==> src/hw/rtl/rltm_pkg.sv <==
// ----------------------------------------------------------------------------
// rltm_pkg
// Shared types and constants of the request latency and throughput monitor.
// ----------------------------------------------------------------------------
package rltm_pkg;

    localparam int ID_W   = 32;
    localparam int TIME_W = 48;
    localparam int BMS_W  = 22;
    localparam int CNT_W  = 32;
    localparam int MEAN_W = 48;
    localparam int WIN_W  = 36;
    localparam int DIVR_W = 33;
    localparam int FRAC_W = 16;

    localparam logic [BMS_W-1:0] DEFAULT_BUCKET_MS = 22'd60000;

    typedef enum logic [1:0] {
        OP_START  = 2'd0,
        OP_FINISH = 2'd1,
        OP_QUERY  = 2'd2,
        OP_CLEAR  = 2'd3
    } op_t;

    typedef enum logic [1:0] {
        ST_OK        = 2'd0,
        ST_NOT_FOUND = 2'd1,
        ST_FULL      = 2'd2
    } status_t;

    typedef enum logic [1:0] {
        DIV_MEAN = 2'd0,
        DIV_CUR  = 2'd1
    } div_sel_t;

    typedef struct packed {
        op_t               op;
        logic [ID_W-1:0]   request_id;
        logic [TIME_W-1:0] now_ms;
    } req_t;

    typedef struct packed {
        status_t           status;
        logic [CNT_W-1:0]  completed_count;
        logic [MEAN_W-1:0] mean_latency;
        logic [CNT_W-1:0]  throughput_last_bucket;
        logic [WIN_W-1:0]  throughput_window;
    } rsp_t;

    typedef struct packed {
        logic     load;
        logic     search_step;
        logic     start_commit;
        logic     div_start;
        div_sel_t div_sel;
        logic     mean_commit;
        logic     cur_commit;
        logic     pos_commit;
        logic     sweep_step;
        logic     bump;
        logic     emit;
    } cmd_t;

    typedef struct packed {
        op_t  op;
        logic search_fin;
        logic hit;
        logic div_busy;
        logic div_done;
        logic sweep_fin;
        logic out_free;
    } sts_t;

endpackage

==> src/hw/rtl/rltm_stream_if.sv <==
// ----------------------------------------------------------------------------
// rltm_stream_if
// Valid/ready channel carrying one payload per transaction.
// ----------------------------------------------------------------------------
interface rltm_stream_if #(
    parameter type payload_t = logic
);
    logic     valid;
    logic     ready;
    payload_t data;

    modport source (output valid, output data, input ready);
    modport sink   (input valid, input data, output ready);
endinterface

==> src/hw/rtl/rltm_div.sv <==
// ----------------------------------------------------------------------------
// rltm_div
// Restoring divider, one quotient bit per cycle.
// ----------------------------------------------------------------------------
module rltm_div (
    input  logic                        clk,
    input  logic                        rst_n,
    input  logic                        start,
    input  logic [rltm_pkg::TIME_W-1:0] dividend,
    input  logic [rltm_pkg::DIVR_W-1:0] divisor,
    output logic [rltm_pkg::TIME_W-1:0] quotient,
    output logic                        busy,
    output logic                        done
);
    localparam int CW = $clog2(rltm_pkg::TIME_W);

    logic [rltm_pkg::TIME_W-1:0] q_reg;
    logic [rltm_pkg::DIVR_W-1:0] r_reg;
    logic [rltm_pkg::DIVR_W-1:0] d_reg;
    logic [CW-1:0]               cnt_reg;
    logic                        busy_reg;
    logic                        done_reg;
    logic [rltm_pkg::DIVR_W:0]   trial;
    logic                        fits;

    assign trial = {r_reg, q_reg[rltm_pkg::TIME_W-1]};
    assign fits  = trial >= {1'b0, d_reg};

    always_ff @(posedge clk or negedge rst_n)
    begin
        if (!rst_n)
        begin
            q_reg    <= '0;
            r_reg    <= '0;
            d_reg    <= '0;
            cnt_reg  <= '0;
            busy_reg <= 1'b0;
            done_reg <= 1'b0;
        end
        else if (start)
        begin
            q_reg    <= dividend;
            r_reg    <= '0;
            d_reg    <= divisor;
            cnt_reg  <= CW'(rltm_pkg::TIME_W - 1);
            busy_reg <= 1'b1;
            done_reg <= 1'b0;
        end
        else if (busy_reg)
        begin
            q_reg <= {q_reg[rltm_pkg::TIME_W-2:0], fits};
            r_reg <= fits ? rltm_pkg::DIVR_W'(trial - {1'b0, d_reg})
                          : trial[rltm_pkg::DIVR_W-1:0];
            if (cnt_reg == '0)
            begin
                busy_reg <= 1'b0;
                done_reg <= 1'b1;
            end
            else
            begin
                cnt_reg <= cnt_reg - 1'b1;
            end
        end
        else
        begin
            done_reg <= 1'b0;
        end
    end

    assign quotient  = q_reg;
    assign busy      = busy_reg;
    assign done      = done_reg;
endmodule

==> src/hw/rtl/rltm_ctrl.sv <==
// ----------------------------------------------------------------------------
// rltm_ctrl
// Sequencer: search, divisions, bucket sweep and result hand-off.
// ----------------------------------------------------------------------------
module rltm_ctrl (
    input  logic                 clk,
    input  logic                 rst_n,
    input  logic                 in_valid,
    input  rltm_pkg::op_t        in_op,
    output logic                 in_ready,
    input  rltm_pkg::sts_t       sts,
    output rltm_pkg::cmd_t       cmd
);
    typedef enum logic [8:0] {
        S_IDLE     = 9'b000000001,
        S_SEARCH   = 9'b000000010,
        S_DIV_MEAN = 9'b000000100,
        S_CUR_GO   = 9'b000001000,
        S_DIV_CUR  = 9'b000010000,
        S_POS      = 9'b000100000,
        S_SWEEP    = 9'b001000000,
        S_BUMP     = 9'b010000000,
        S_EMIT     = 9'b100000000
    } state_t;

    state_t state_reg;
    state_t state_next;

    always_ff @(posedge clk or negedge rst_n)
    begin
        if (!rst_n)
        begin
            state_reg <= S_IDLE;
        end
        else
        begin
            state_reg <= state_next;
        end
    end

    always_comb
    begin
        cmd        = '0;
        in_ready   = 1'b0;
        state_next = state_reg;
        case (state_reg)
            S_IDLE:
            begin
                in_ready = 1'b1;
                if (in_valid)
                begin
                    cmd.load = 1'b1;
                    case (in_op)
                        rltm_pkg::OP_START:  state_next = S_SEARCH;
                        rltm_pkg::OP_FINISH: state_next = S_SEARCH;
                        rltm_pkg::OP_QUERY:  state_next = S_CUR_GO;
                        default:             state_next = S_EMIT;
                    endcase
                end
            end
            S_SEARCH:
            begin
                cmd.search_step = 1'b1;
                if (sts.search_fin)
                begin
                    if (sts.op == rltm_pkg::OP_FINISH)
                    begin
                        if (sts.hit)
                        begin
                            cmd.div_start = 1'b1;
                            cmd.div_sel   = rltm_pkg::DIV_MEAN;
                            state_next    = S_DIV_MEAN;
                        end
                        else
                        begin
                            state_next = S_EMIT;
                        end
                    end
                    else
                    begin
                        cmd.start_commit = 1'b1;
                        state_next       = S_EMIT;
                    end
                end
            end
            S_DIV_MEAN:
            begin
                if (sts.div_done)
                begin
                    cmd.mean_commit = 1'b1;
                    state_next      = S_CUR_GO;
                end
            end
            S_CUR_GO:
            begin
                cmd.div_start = 1'b1;
                cmd.div_sel   = rltm_pkg::DIV_CUR;
                state_next    = S_DIV_CUR;
            end
            S_DIV_CUR:
            begin
                if (sts.div_done)
                begin
                    cmd.cur_commit = 1'b1;
                    state_next     = S_POS;
                end
            end
            S_POS:
            begin
                cmd.pos_commit = 1'b1;
                state_next     = S_SWEEP;
            end
            S_SWEEP:
            begin
                cmd.sweep_step = 1'b1;
                if (sts.sweep_fin)
                begin
                    state_next = (sts.op == rltm_pkg::OP_FINISH) ? S_BUMP : S_EMIT;
                end
            end
            S_BUMP:
            begin
                cmd.bump   = 1'b1;
                state_next = S_EMIT;
            end
            S_EMIT:
            begin
                if (sts.out_free)
                begin
                    cmd.emit   = 1'b1;
                    state_next = S_IDLE;
                end
            end
            default:
            begin
                state_next = S_IDLE;
            end
        endcase
    end

`ifndef SYNTH
    a_emit_free: assert property (@(posedge clk) disable iff (!rst_n)
        cmd.emit |-> sts.out_free)
        else $error("result emitted while output register is occupied");
    a_div_idle: assert property (@(posedge clk) disable iff (!rst_n)
        cmd.div_start |-> !sts.div_busy)
        else $error("divider started while busy");
    a_load_leaves_idle: assert property (@(posedge clk) disable iff (!rst_n)
        cmd.load |=> state_reg != S_IDLE)
        else $error("transaction accepted without leaving idle");
`endif
endmodule

==> src/hw/rtl/rltm_dp.sv <==
// ----------------------------------------------------------------------------
// rltm_dp
// Datapath: in-flight table, running mean, bucket ring and result register.
// ----------------------------------------------------------------------------
module rltm_dp #(
    parameter int IN_FLIGHT_ENTRIES = 16,
    parameter int WINDOW_BUCKETS    = 10
) (
    input  logic                       clk,
    input  logic                       rst_n,
    input  rltm_pkg::cmd_t             cmd,
    output rltm_pkg::sts_t             sts,
    input  rltm_pkg::req_t             req_data,
    input  logic                       cfg_valid,
    input  logic [rltm_pkg::BMS_W-1:0] cfg_data,
    output logic                       cfg_ready,
    input  logic                       rsp_ready,
    output logic                       rsp_valid,
    output rltm_pkg::rsp_t             rsp_data
);
    localparam int N    = IN_FLIGHT_ENTRIES;
    localparam int W    = WINDOW_BUCKETS;
    localparam int SW   = (N > 1) ? $clog2(N) : 1;
    localparam int SCW  = $clog2(N + 1);
    localparam int BW   = $clog2(W);
    localparam int BCW  = $clog2(W + 1);
    localparam int SUMW = rltm_pkg::CNT_W + BCW;
    localparam int TW   = rltm_pkg::TIME_W;
    localparam int CW   = rltm_pkg::CNT_W;

    rltm_pkg::req_t in_reg;
    logic [rltm_pkg::BMS_W-1:0] bms_reg;

    // in-flight table
    logic [rltm_pkg::ID_W-1:0] id_mem    [N];
    logic [TW-1:0]             start_mem [N];
    logic [N-1:0]              slot_vld_reg;
    logic [rltm_pkg::ID_W-1:0] rd_id_reg;
    logic [TW-1:0]             rd_start_reg;
    logic [SCW-1:0]            scnt_reg;
    logic                      sp_v_reg;
    logic [SW-1:0]             sp_idx_reg;
    logic                      hit_reg;
    logic                      free_reg;
    logic                      sfin_reg;
    logic [SW-1:0]             hit_idx_reg;
    logic [SW-1:0]             free_idx_reg;
    logic [TW-1:0]             hit_start_reg;
    logic                      s_issue;
    logic                      slot_wr;
    logic [SW-1:0]             slot_waddr;

    // statistics
    logic [CW-1:0]                 done_reg;
    logic [rltm_pkg::MEAN_W-1:0]   mean_reg;
    logic [CW-1:0]                 last_rate_reg;
    logic [rltm_pkg::WIN_W-1:0]    win_reg;
    logic [TW-1:0]                 lat;
    logic [TW-1:0]                 lq;
    logic                          ge;
    logic [TW-1:0]                 diff;

    // divider
    logic                          div_start;
    logic [TW-1:0]                 div_a;
    logic [rltm_pkg::DIVR_W-1:0]   div_b;
    logic [TW-1:0]                 div_q;
    logic                          div_busy;
    logic                          div_done;

    // bucket ring
    logic [CW-1:0]  bkt_mem [W];
    logic [W-1:0]   bkt_vld_reg;
    logic [CW-1:0]  bkt_rd_reg;
    logic [BW-1:0]  bkt_raddr;
    logic [TW-1:0]  last_idx_reg;
    logic [BW-1:0]  last_pos_reg;
    logic [BW-1:0]  pos_reg;
    logic           clr_all_reg;
    logic [BW-1:0]  gap_reg;
    logic [TW-1:0]  gap_full;
    logic [BW:0]    pos_sum;
    logic [BW-1:0]  pos_nx;
    logic [BCW-1:0] sw_cnt_reg;
    logic           wp_v_reg;
    logic [BW-1:0]  wp_idx_reg;
    logic [SUMW-1:0] sum_reg;
    logic [CW-1:0]  pred_reg;
    logic           wfin_reg;
    logic           sw_issue;
    logic [BW:0]    ring_off;
    logic           zero_it;
    logic [CW-1:0]  nv;
    logic [BW-1:0]  pred_pos;
    logic [SUMW-1:0] sum_nx;
    logic [CW-1:0]  pred_nx;
    logic           sw_last;

    logic           out_v_reg;
    rltm_pkg::rsp_t out_reg;
    rltm_pkg::status_t st;

    assign cfg_ready = 1'b1;

    always_ff @(posedge clk or negedge rst_n)
    begin
        if (!rst_n)
        begin
            bms_reg <= rltm_pkg::DEFAULT_BUCKET_MS;
        end
        else if (cfg_valid)
        begin
            bms_reg <= cfg_data;
        end
    end

    always_ff @(posedge clk)
    begin
        if (cmd.load)
        begin
            in_reg <= req_data;
        end
    end

    // table search
    assign s_issue    = cmd.search_step && (scnt_reg < SCW'(N));
    assign slot_wr    = cmd.start_commit && (hit_reg || free_reg);
    assign slot_waddr = hit_reg ? hit_idx_reg : free_idx_reg;

    always_ff @(posedge clk)
    begin
        if (slot_wr)
        begin
            id_mem[slot_waddr]    <= in_reg.request_id;
            start_mem[slot_waddr] <= in_reg.now_ms;
        end
        rd_id_reg    <= id_mem[scnt_reg[SW-1:0]];
        rd_start_reg <= start_mem[scnt_reg[SW-1:0]];
    end

    always_ff @(posedge clk or negedge rst_n)
    begin
        if (!rst_n)
        begin
            scnt_reg      <= '0;
            sp_v_reg      <= 1'b0;
            sp_idx_reg    <= '0;
            hit_reg       <= 1'b0;
            free_reg      <= 1'b0;
            sfin_reg      <= 1'b0;
            hit_idx_reg   <= '0;
            free_idx_reg  <= '0;
            hit_start_reg <= '0;
        end
        else if (cmd.load)
        begin
            scnt_reg <= '0;
            sp_v_reg <= 1'b0;
            hit_reg  <= 1'b0;
            free_reg <= 1'b0;
            sfin_reg <= 1'b0;
        end
        else
        begin
            sp_v_reg   <= s_issue;
            sp_idx_reg <= scnt_reg[SW-1:0];
            if (s_issue)
            begin
                scnt_reg <= scnt_reg + 1'b1;
            end
            if (sp_v_reg)
            begin
                if (slot_vld_reg[sp_idx_reg] && (rd_id_reg == in_reg.request_id) && !hit_reg)
                begin
                    hit_reg       <= 1'b1;
                    hit_idx_reg   <= sp_idx_reg;
                    hit_start_reg <= rd_start_reg;
                end
                if (!slot_vld_reg[sp_idx_reg] && !free_reg)
                begin
                    free_reg     <= 1'b1;
                    free_idx_reg <= sp_idx_reg;
                end
            end
            sfin_reg <= sp_v_reg && (sp_idx_reg == SW'(N - 1));
        end
    end

    always_ff @(posedge clk or negedge rst_n)
    begin
        if (!rst_n)
        begin
            slot_vld_reg <= '0;
        end
        else if (cmd.load && (req_data.op == rltm_pkg::OP_CLEAR))
        begin
            slot_vld_reg <= '0;
        end
        else if (slot_wr)
        begin
            slot_vld_reg[slot_waddr] <= 1'b1;
        end
        else if (cmd.mean_commit)
        begin
            slot_vld_reg[hit_idx_reg] <= 1'b0;
        end
    end

    // running mean
    assign lat  = (in_reg.now_ms >= hit_start_reg) ? (in_reg.now_ms - hit_start_reg) : '0;
    assign lq   = (lat[TW-1:CW] != '0) ? '1 : {lat[CW-1:0], {rltm_pkg::FRAC_W{1'b0}}};
    assign ge   = lq >= mean_reg;
    assign diff = ge ? (lq - mean_reg) : (mean_reg - lq);

    assign div_start = cmd.div_start;

    always_comb
    begin
        case (cmd.div_sel)
            rltm_pkg::DIV_MEAN:
            begin
                div_a = diff;
                div_b = {1'b0, done_reg} + 1'b1;
            end
            default:
            begin
                div_a = in_reg.now_ms;
                div_b = (bms_reg == '0) ? rltm_pkg::DIVR_W'(1)
                                        : rltm_pkg::DIVR_W'(bms_reg);
            end
        endcase
    end

    rltm_div u_div (
        .clk       (clk),
        .rst_n     (rst_n),
        .start     (div_start),
        .dividend  (div_a),
        .divisor   (div_b),
        .quotient  (div_q),
        .busy      (div_busy),
        .done      (div_done)
    );

    // bucket sweep
    assign gap_full  = div_q - last_idx_reg;
    assign pos_sum   = {1'b0, last_pos_reg} + {1'b0, gap_reg};
    assign pos_nx    = clr_all_reg ? '0
                     : (pos_sum >= (BW+1)'(W)) ? BW'(pos_sum - (BW+1)'(W))
                                               : pos_sum[BW-1:0];
    assign sw_issue  = cmd.sweep_step && (sw_cnt_reg < BCW'(W));
    assign bkt_raddr = sw_issue ? sw_cnt_reg[BW-1:0] : pos_reg;
    assign ring_off  = (wp_idx_reg >= last_pos_reg)
                     ? ({1'b0, wp_idx_reg} - {1'b0, last_pos_reg})
                     : ({1'b0, wp_idx_reg} + (BW+1)'(W) - {1'b0, last_pos_reg});
    assign zero_it   = clr_all_reg || ((ring_off != '0) && (ring_off <= {1'b0, gap_reg}));
    assign nv        = zero_it ? '0 : bkt_rd_reg;
    assign pred_pos  = (pos_reg == '0) ? BW'(W - 1) : (pos_reg - 1'b1);
    assign sum_nx    = sum_reg + ((wp_idx_reg != pos_reg) ? SUMW'(nv) : '0);
    assign pred_nx   = (wp_idx_reg == pred_pos) ? nv : pred_reg;
    assign sw_last   = wp_v_reg && (wp_idx_reg == BW'(W - 1));

    always_ff @(posedge clk)
    begin
        if (wp_v_reg)
        begin
            bkt_mem[wp_idx_reg] <= nv;
        end
        else if (cmd.bump)
        begin
            bkt_mem[pos_reg] <= (bkt_rd_reg == '1) ? bkt_rd_reg : (bkt_rd_reg + 1'b1);
        end
        bkt_rd_reg <= bkt_vld_reg[bkt_raddr] ? bkt_mem[bkt_raddr] : '0;
    end

    always_ff @(posedge clk or negedge rst_n)
    begin
        if (!rst_n)
        begin
            bkt_vld_reg   <= '0;
            last_idx_reg  <= '0;
            last_pos_reg  <= '0;
            pos_reg       <= '0;
            clr_all_reg   <= 1'b0;
            gap_reg       <= '0;
            sw_cnt_reg    <= '0;
            wp_v_reg      <= 1'b0;
            wp_idx_reg    <= '0;
            sum_reg       <= '0;
            pred_reg      <= '0;
            wfin_reg      <= 1'b0;
            done_reg      <= '0;
            mean_reg      <= '0;
            last_rate_reg <= '0;
            win_reg       <= '0;
        end
        else
        begin
            if (cmd.load && (req_data.op == rltm_pkg::OP_CLEAR))
            begin
                done_reg      <= '0;
                mean_reg      <= '0;
                last_rate_reg <= '0;
                win_reg       <= '0;
            end
            if (cmd.mean_commit)
            begin
                mean_reg <= ge ? (mean_reg + div_q) : (mean_reg - div_q);
                if (done_reg != '1)
                begin
                    done_reg <= done_reg + 1'b1;
                end
            end
            if (cmd.cur_commit)
            begin
                last_idx_reg <= div_q;
                clr_all_reg  <= (div_q < last_idx_reg) || (gap_full >= TW'(W));
                gap_reg      <= gap_full[BW-1:0];
            end
            if (cmd.pos_commit)
            begin
                pos_reg    <= pos_nx;
                sw_cnt_reg <= '0;
                wp_v_reg   <= 1'b0;
                sum_reg    <= '0;
                pred_reg   <= '0;
                wfin_reg   <= 1'b0;
            end
            else
            begin
                wp_v_reg   <= sw_issue;
                wp_idx_reg <= sw_cnt_reg[BW-1:0];
                if (sw_issue)
                begin
                    sw_cnt_reg <= sw_cnt_reg + 1'b1;
                end
                if (wp_v_reg)
                begin
                    sum_reg  <= sum_nx;
                    pred_reg <= pred_nx;
                    bkt_vld_reg[wp_idx_reg] <= 1'b1;
                end
                if (sw_last)
                begin
                    last_rate_reg <= pred_nx;
                    win_reg       <= (sum_nx > SUMW'({rltm_pkg::WIN_W{1'b1}}))
                                   ? '1 : sum_nx[rltm_pkg::WIN_W-1:0];
                    last_pos_reg  <= pos_reg;
                    wfin_reg      <= 1'b1;
                end
            end
            if (cmd.bump)
            begin
                bkt_vld_reg[pos_reg] <= 1'b1;
            end
        end
    end

    // result register
    always_comb
    begin
        case (in_reg.op)
            rltm_pkg::OP_START:  st = (!hit_reg && !free_reg) ? rltm_pkg::ST_FULL
                                                              : rltm_pkg::ST_OK;
            rltm_pkg::OP_FINISH: st = hit_reg ? rltm_pkg::ST_OK : rltm_pkg::ST_NOT_FOUND;
            default:             st = rltm_pkg::ST_OK;
        endcase
    end

    always_ff @(posedge clk or negedge rst_n)
    begin
        if (!rst_n)
        begin
            out_v_reg <= 1'b0;
        end
        else if (cmd.emit)
        begin
            out_v_reg <= 1'b1;
        end
        else if (rsp_ready)
        begin
            out_v_reg <= 1'b0;
        end
    end

    always_ff @(posedge clk)
    begin
        if (cmd.emit)
        begin
            out_reg.status                 <= st;
            out_reg.completed_count        <= done_reg;
            out_reg.mean_latency           <= mean_reg;
            out_reg.throughput_last_bucket <= last_rate_reg;
            out_reg.throughput_window      <= win_reg;
        end
    end

    assign rsp_valid = out_v_reg;
    assign rsp_data  = out_reg;

    assign sts.op         = in_reg.op;
    assign sts.search_fin = sfin_reg;
    assign sts.hit        = hit_reg;
    assign sts.div_busy   = div_busy;
    assign sts.div_done   = div_done;
    assign sts.sweep_fin  = wfin_reg;
    assign sts.out_free   = !out_v_reg || rsp_ready;

`ifndef SYNTH
    a_slot_write_free: assert property (@(posedge clk) disable iff (!rst_n)
        (slot_wr && !hit_reg) |-> !slot_vld_reg[free_idx_reg])
        else $error("start overwrote an occupied entry");
    a_freed_was_valid: assert property (@(posedge clk) disable iff (!rst_n)
        cmd.mean_commit |-> (hit_reg && slot_vld_reg[hit_idx_reg]))
        else $error("finish freed an entry that was not in flight");
    a_sweep_covers: assert property (@(posedge clk) disable iff (!rst_n)
        $rose(wfin_reg) |-> (sw_cnt_reg == BCW'(W)))
        else $error("sweep ended before visiting every bucket");
`endif
endmodule

==> src/hw/rtl/request_latency_throughput_monitor.sv <==
// ----------------------------------------------------------------------------
// request_latency_throughput_monitor
// Tracks in-flight requests, mean completion latency and bucketed throughput.
// Start and finish search the N in-flight entries one per cycle; query and
//   finish sweep the W buckets one per cycle, and their divisions run on one
//   shared 48-step divider.
// Throughput: one transaction at a time; the next is taken while a result waits.
// Reset: tables empty, ring zero, statistics zero, bucket length 60000 ms.
// ----------------------------------------------------------------------------
module request_latency_throughput_monitor #(
    parameter int IN_FLIGHT_ENTRIES = 16,
    parameter int WINDOW_BUCKETS    = 10
) (
    input  logic          clk,
    input  logic          rst_n,
    rltm_stream_if.sink   req,
    rltm_stream_if.source rsp,
    rltm_stream_if.sink   cfg
);
    rltm_pkg::cmd_t cmd;
    rltm_pkg::sts_t sts;
    rltm_pkg::req_t req_data;
    rltm_pkg::rsp_t rsp_data;

    assign req_data = req.data;
    assign rsp.data = rsp_data;

    rltm_ctrl u_ctrl (
        .clk      (clk),
        .rst_n    (rst_n),
        .in_valid (req.valid),
        .in_op    (req_data.op),
        .in_ready (req.ready),
        .sts      (sts),
        .cmd      (cmd)
    );

    rltm_dp #(
        .IN_FLIGHT_ENTRIES (IN_FLIGHT_ENTRIES),
        .WINDOW_BUCKETS    (WINDOW_BUCKETS)
    ) u_dp (
        .clk       (clk),
        .rst_n     (rst_n),
        .cmd       (cmd),
        .sts       (sts),
        .req_data  (req_data),
        .cfg_valid (cfg.valid),
        .cfg_data  (cfg.data),
        .cfg_ready (cfg.ready),
        .rsp_ready (rsp.ready),
        .rsp_valid (rsp.valid),
        .rsp_data  (rsp_data)
    );
endmodule
==> src/flat_wrapper.sv <==
// flat-port wrapper written by rule: the top's interface ports become plain ports
module request_latency_throughput_monitor_flat 
#(
    parameter int IN_FLIGHT_ENTRIES = 16,
    parameter int WINDOW_BUCKETS    = 10
)
  (clk, rst_n, req_valid, req_data, req_ready, rsp_valid, rsp_data, rsp_ready, cfg_valid, cfg_data, cfg_ready);
  rltm_stream_if req_i ();
  rltm_stream_if rsp_i ();
  rltm_stream_if cfg_i ();
  input  logic clk;
  input  logic rst_n;
  input wire logic [$bits(req_i.valid)-1:0] req_valid;
  input wire logic [$bits(req_i.data)-1:0] req_data;
  output wire logic [$bits(req_i.ready)-1:0] req_ready;
  output wire logic [$bits(rsp_i.valid)-1:0] rsp_valid;
  output wire logic [$bits(rsp_i.data)-1:0] rsp_data;
  input wire logic [$bits(rsp_i.ready)-1:0] rsp_ready;
  input wire logic [$bits(cfg_i.valid)-1:0] cfg_valid;
  input wire logic [$bits(cfg_i.data)-1:0] cfg_data;
  output wire logic [$bits(cfg_i.ready)-1:0] cfg_ready;
  assign req_i.valid = req_valid;
  assign req_i.data = req_data;
  assign req_ready = req_i.ready;
  assign rsp_valid = rsp_i.valid;
  assign rsp_data = rsp_i.data;
  assign rsp_i.ready = rsp_ready;
  assign cfg_i.valid = cfg_valid;
  assign cfg_i.data = cfg_data;
  assign cfg_ready = cfg_i.ready;
  request_latency_throughput_monitor #(.IN_FLIGHT_ENTRIES(IN_FLIGHT_ENTRIES), .WINDOW_BUCKETS(WINDOW_BUCKETS)) u_core (.clk(clk), .rst_n(rst_n), .req(req_i), .rsp(rsp_i), .cfg(cfg_i));
endmodule
==> config.mk <==
export PLATFORM = sky130hd
export DESIGN_NAME = request_latency_throughput_monitor_flat
export DESIGN_NICKNAME = d
export VERILOG_FILES = /design/src/hw/rtl/rltm_pkg.sv /design/src/hw/rtl/rltm_stream_if.sv /design/src/hw/rtl/rltm_div.sv /design/src/hw/rtl/rltm_ctrl.sv /design/src/hw/rtl/rltm_dp.sv /design/src/hw/rtl/request_latency_throughput_monitor.sv /design/src/flat_wrapper.sv
export SDC_FILE = /design/constraint.sdc
export NUM_CORES = 1
export LEC_CHECK = 0
export BUFFER_PORTS_ARGS = -buffer_cell sky130_fd_sc_hd__buf_2
export CORE_AREA = 2 2 54 56
export CTS_CLUSTER_DIAMETER = 100
export DETAILED_ROUTE_END_ITERATION = 6
export DIE_AREA = 0 0 56 58
export PLACE_DENSITY_LB_ADDON = 0.12
export SLEW_MARGIN = 25
export SYNTH_ARGS = -nofsm -noshare
export SYNTH_HDL_FRONTEND = slang
export SYNTH_SLANG_ARGS = --single-unit
==> constraint.sdc <==
create_clock -name clk -period 5.3 [get_ports clk]
set_clock_uncertainty 0.2 [all_clocks]
set_input_delay 0.265 -clock clk [delete_from_list [all_inputs] [get_ports clk]]
set_output_delay 0.265 -clock clk [all_outputs]
set_load 0.01 [all_outputs]
==> out/qor.yml <==
syn_area_sq_um: 703
maxSlewViolCount: 0
drv_cap: 0
syn_area_per_cell_sq_um: 10.3
vdd_ir_drop_max_uv: 194
antenna_found_initial: 0
die_area_sq_mm: 0.00325
r2r_setup_slack_ps: 3510
hold_path_depth: 4
cts_root_buffer: "clkbuf_4"
synthCells: 68
switching_power_uw: 103
seqPwrFrac_pct: 53.1
status: "finished, final reports clean"
grt_pass1_wl_mm: 2.30
reg2regPathDepth: 3
synth_edf_count: 0
r2r-end: "u_core.u_dp.scnt_reg[2]"
dpl.hpwl_um: 913
critPathMaxFanout: 8
yosys.area_share.simple_pct: 24.6
firstDrtPassIters: 4
overflow: 0
antenna_cells: 0
wirelength_mm: 1.34
leakage_nw: 0.384
yosysSeqAreaShare_pct: 53.6
period_share_pct: 33.7
p_clk_share_pct: 21.7
dp_slack_ps: 3530
synthesis.nets: 76
grt_usage_pct: 9.36
synth_top_family_by_area: "simple AND/OR/NAND/NOR gates"
p_sw_share_pct: 33.7
layout_min_cycle_time_ps: 1790
powerDensity_mw_per_mm2: 386
cts_resized: 0
worst_setup_path_start_kind: "register"
cts_buffer_depth: 2
wl_per_cell_um: 12.5
ios: 11
hp-start: "req_valid"
num_rows: 19
finalSetupViolCount: 0
setup_ws_ps: 3510
synthAdderAreaFrac_pct: 1.78
hold_violations: 0
synthArstFlopShare_pct: 100
final-seq-area_sq_um: 377
combinationalPowerShare_pct: 25.2
fmaxAchievable_ghz: 0.560
drtIter0Drc: 12
multi_input_area_sq_um: 289
clock_latency_ps: 280
place_congestion: 0.644
rsz0062_at_grt: "false"
intPower_uw: 203
io_buffers: 5
final_nets: 85
path_class: "register to register"
worstHoldEndpoint: "u_core.u_ctrl.state_reg[0]"
core_area_sq_mm: 0.00266
drc: 0
muxShareOfSynthArea_pct: 6.76
synth_xor_area_share_pct: 0
start_util_pct: 26.4
ys_ff_latch: 15
clk_pin_slew_ps: 90
clock-sinks: 15
synth_compound_area_share_pct: 6.94
hold_buffers: 2
drive_gt1_share_pct: 18.4
postCtsSetupBuffers: 0
r2r_start: "u_core.u_ctrl.state_reg[8]"
grt_pass1_vias: 475
cts_max_level: 1
cts_tree: "built"
setup_tns_ps: 0
antenna_left: 0
arrival_ps: 1800
ys_types: 28
die_h_um: 58
hold_class: "input pin to register"
viasPerCell: 4.52
grt_max_degree: 16
required_ps: 5310
cts_buffers: 3
area_growth_pct: 12.5
cp-end-kind: "register"
fillCellCount: 294
largest_reg_flops: 5
dieWidth_um: 56
yosysWarnings: 0
vias: 484
synthFlopType: "dfrtp_1"
## stage by stage
| stage | area, sq um | std cells | hold WS, ps | total power [mW] | utilization, % |
|---|---|---|---|---|---|
| 3_3_place_gp | 744 | 101 | 3.41 | 0.242 | 28.0 |
| 6_report | 791 | 107 | 169 | 0.305 | 29.7 |
| 4_1_cts | 791 | 107 | 146 | 0.311 | 29.7 |
| 2_1_floorplan | 703 | 68 | -231 | 0.222 | - |
| 3_5_place_dp | 744 | 101 | -4.53 | 0.241 | 28.0 |
| 5_1_grt | 791 | 107 | 174 | 0.333 | 29.7 |
## final cells by class
type,count,share of cell area [%]
clock buffers,4,3.32
flip-flops and latches,15,47.6
well taps,31,4.91
repair buffers,7,5.70
inverters,4,1.90
multi-input cells,46,36.6
## cells in the mapped netlist, types with 2 or more instances
cell / number / share of area (%)
nor3_1: 2 / 1.4
dfrtp_1: 14 / 50
inv_1: 3 / 1.6
nand2b_1: 2 / 1.8
conb_1: 2 / 1.1
a21oi_1: 2 / 1.4
nand3_1: 3 / 2.1
buf_4: 3 / 3.2
o21ai_0: 3 / 2.1
nand2_1: 16 / 8.5
## power by group through the flow
| stage | Clock, mW | Combinational [mW] | Sequential, mW |
|---|---|---|---|
| after floorplan | 0 | 0.0690 | 0.153 |
| after global placement | 0 | 0.0758 | 0.166 |
| after detailed placement | 0 | 0.0768 | 0.165 |
| after CTS | 0.0705 | 0.0781 | 0.163 |
| after global routing | 0.0773 | 0.0877 | 0.168 |
| final | 0.0662 | 0.0770 | 0.162 |
## layout by cell type, fill, tap and decap left out, drive strengths merged, types with 2 or more instances in the layout
cell / count
nand3: 3
mux2i: 2
nand2b: 2
o21ai: 3
conb: 2
dfrtp: 14
nand2: 16
inv: 4
dlygate4sd3: 2
a21oi: 2
nor3: 2
clkbuf: 4
buf: 5
## worst max path at each step
| stage | startpoint | end | slack [ps] |
|---|---|---|---|
| 3_5_place_dp | u_core.u_ctrl.state_reg[8] | u_core.u_dp.scnt_reg[2] | 3530 |
| 5_1_grt | u_core.u_ctrl.state_reg[1] | u_core.u_dp.scnt_reg[2] | 3450 |
| 3_3_place_gp | u_core.u_ctrl.state_reg[8] | u_core.u_dp.scnt_reg[2] | 3530 |
| 4_1_cts | u_core.u_ctrl.state_reg[8] | u_core.u_dp.scnt_reg[2] | 3500 |
| 2_1_floorplan | u_core.u_ctrl.state_reg[8] | u_core.u_dp.scnt_reg[2] | 3600 |
| 6_report | u_core.u_ctrl.state_reg[8] | u_core.u_dp.scnt_reg[2] | 3510 |
## kinds of logic (layout without fill, tap and decap cells)
kind of cell             Yosys count  in the layout
adder cells (fa/ha/maj)            1              1
other                              2              2
buffers and inverters              7             15
AO/OA/AOI/OAI                      8              8
multiplexers                       3              3
flip-flops                        15             15
AND/OR/NAND/NOR                   32             32
## critical path, stage by stage (launching register included)
cell     delay [ps]
dfrtp_1         460
or4b_4          600
mux2_4          330
mux2i_4         120
## routing by layer
layer,part of all wire (%),track usage (%),vias up,wire length (um)
met3,4.8,4.24,2,64
met1,49,12.9,231,653
met2,45,13.6,8,607
li1,-,-,243,-
met4,1.1,2.04,0,15
met5,0,0,-,0
Power figures use the tool's default switching activity.
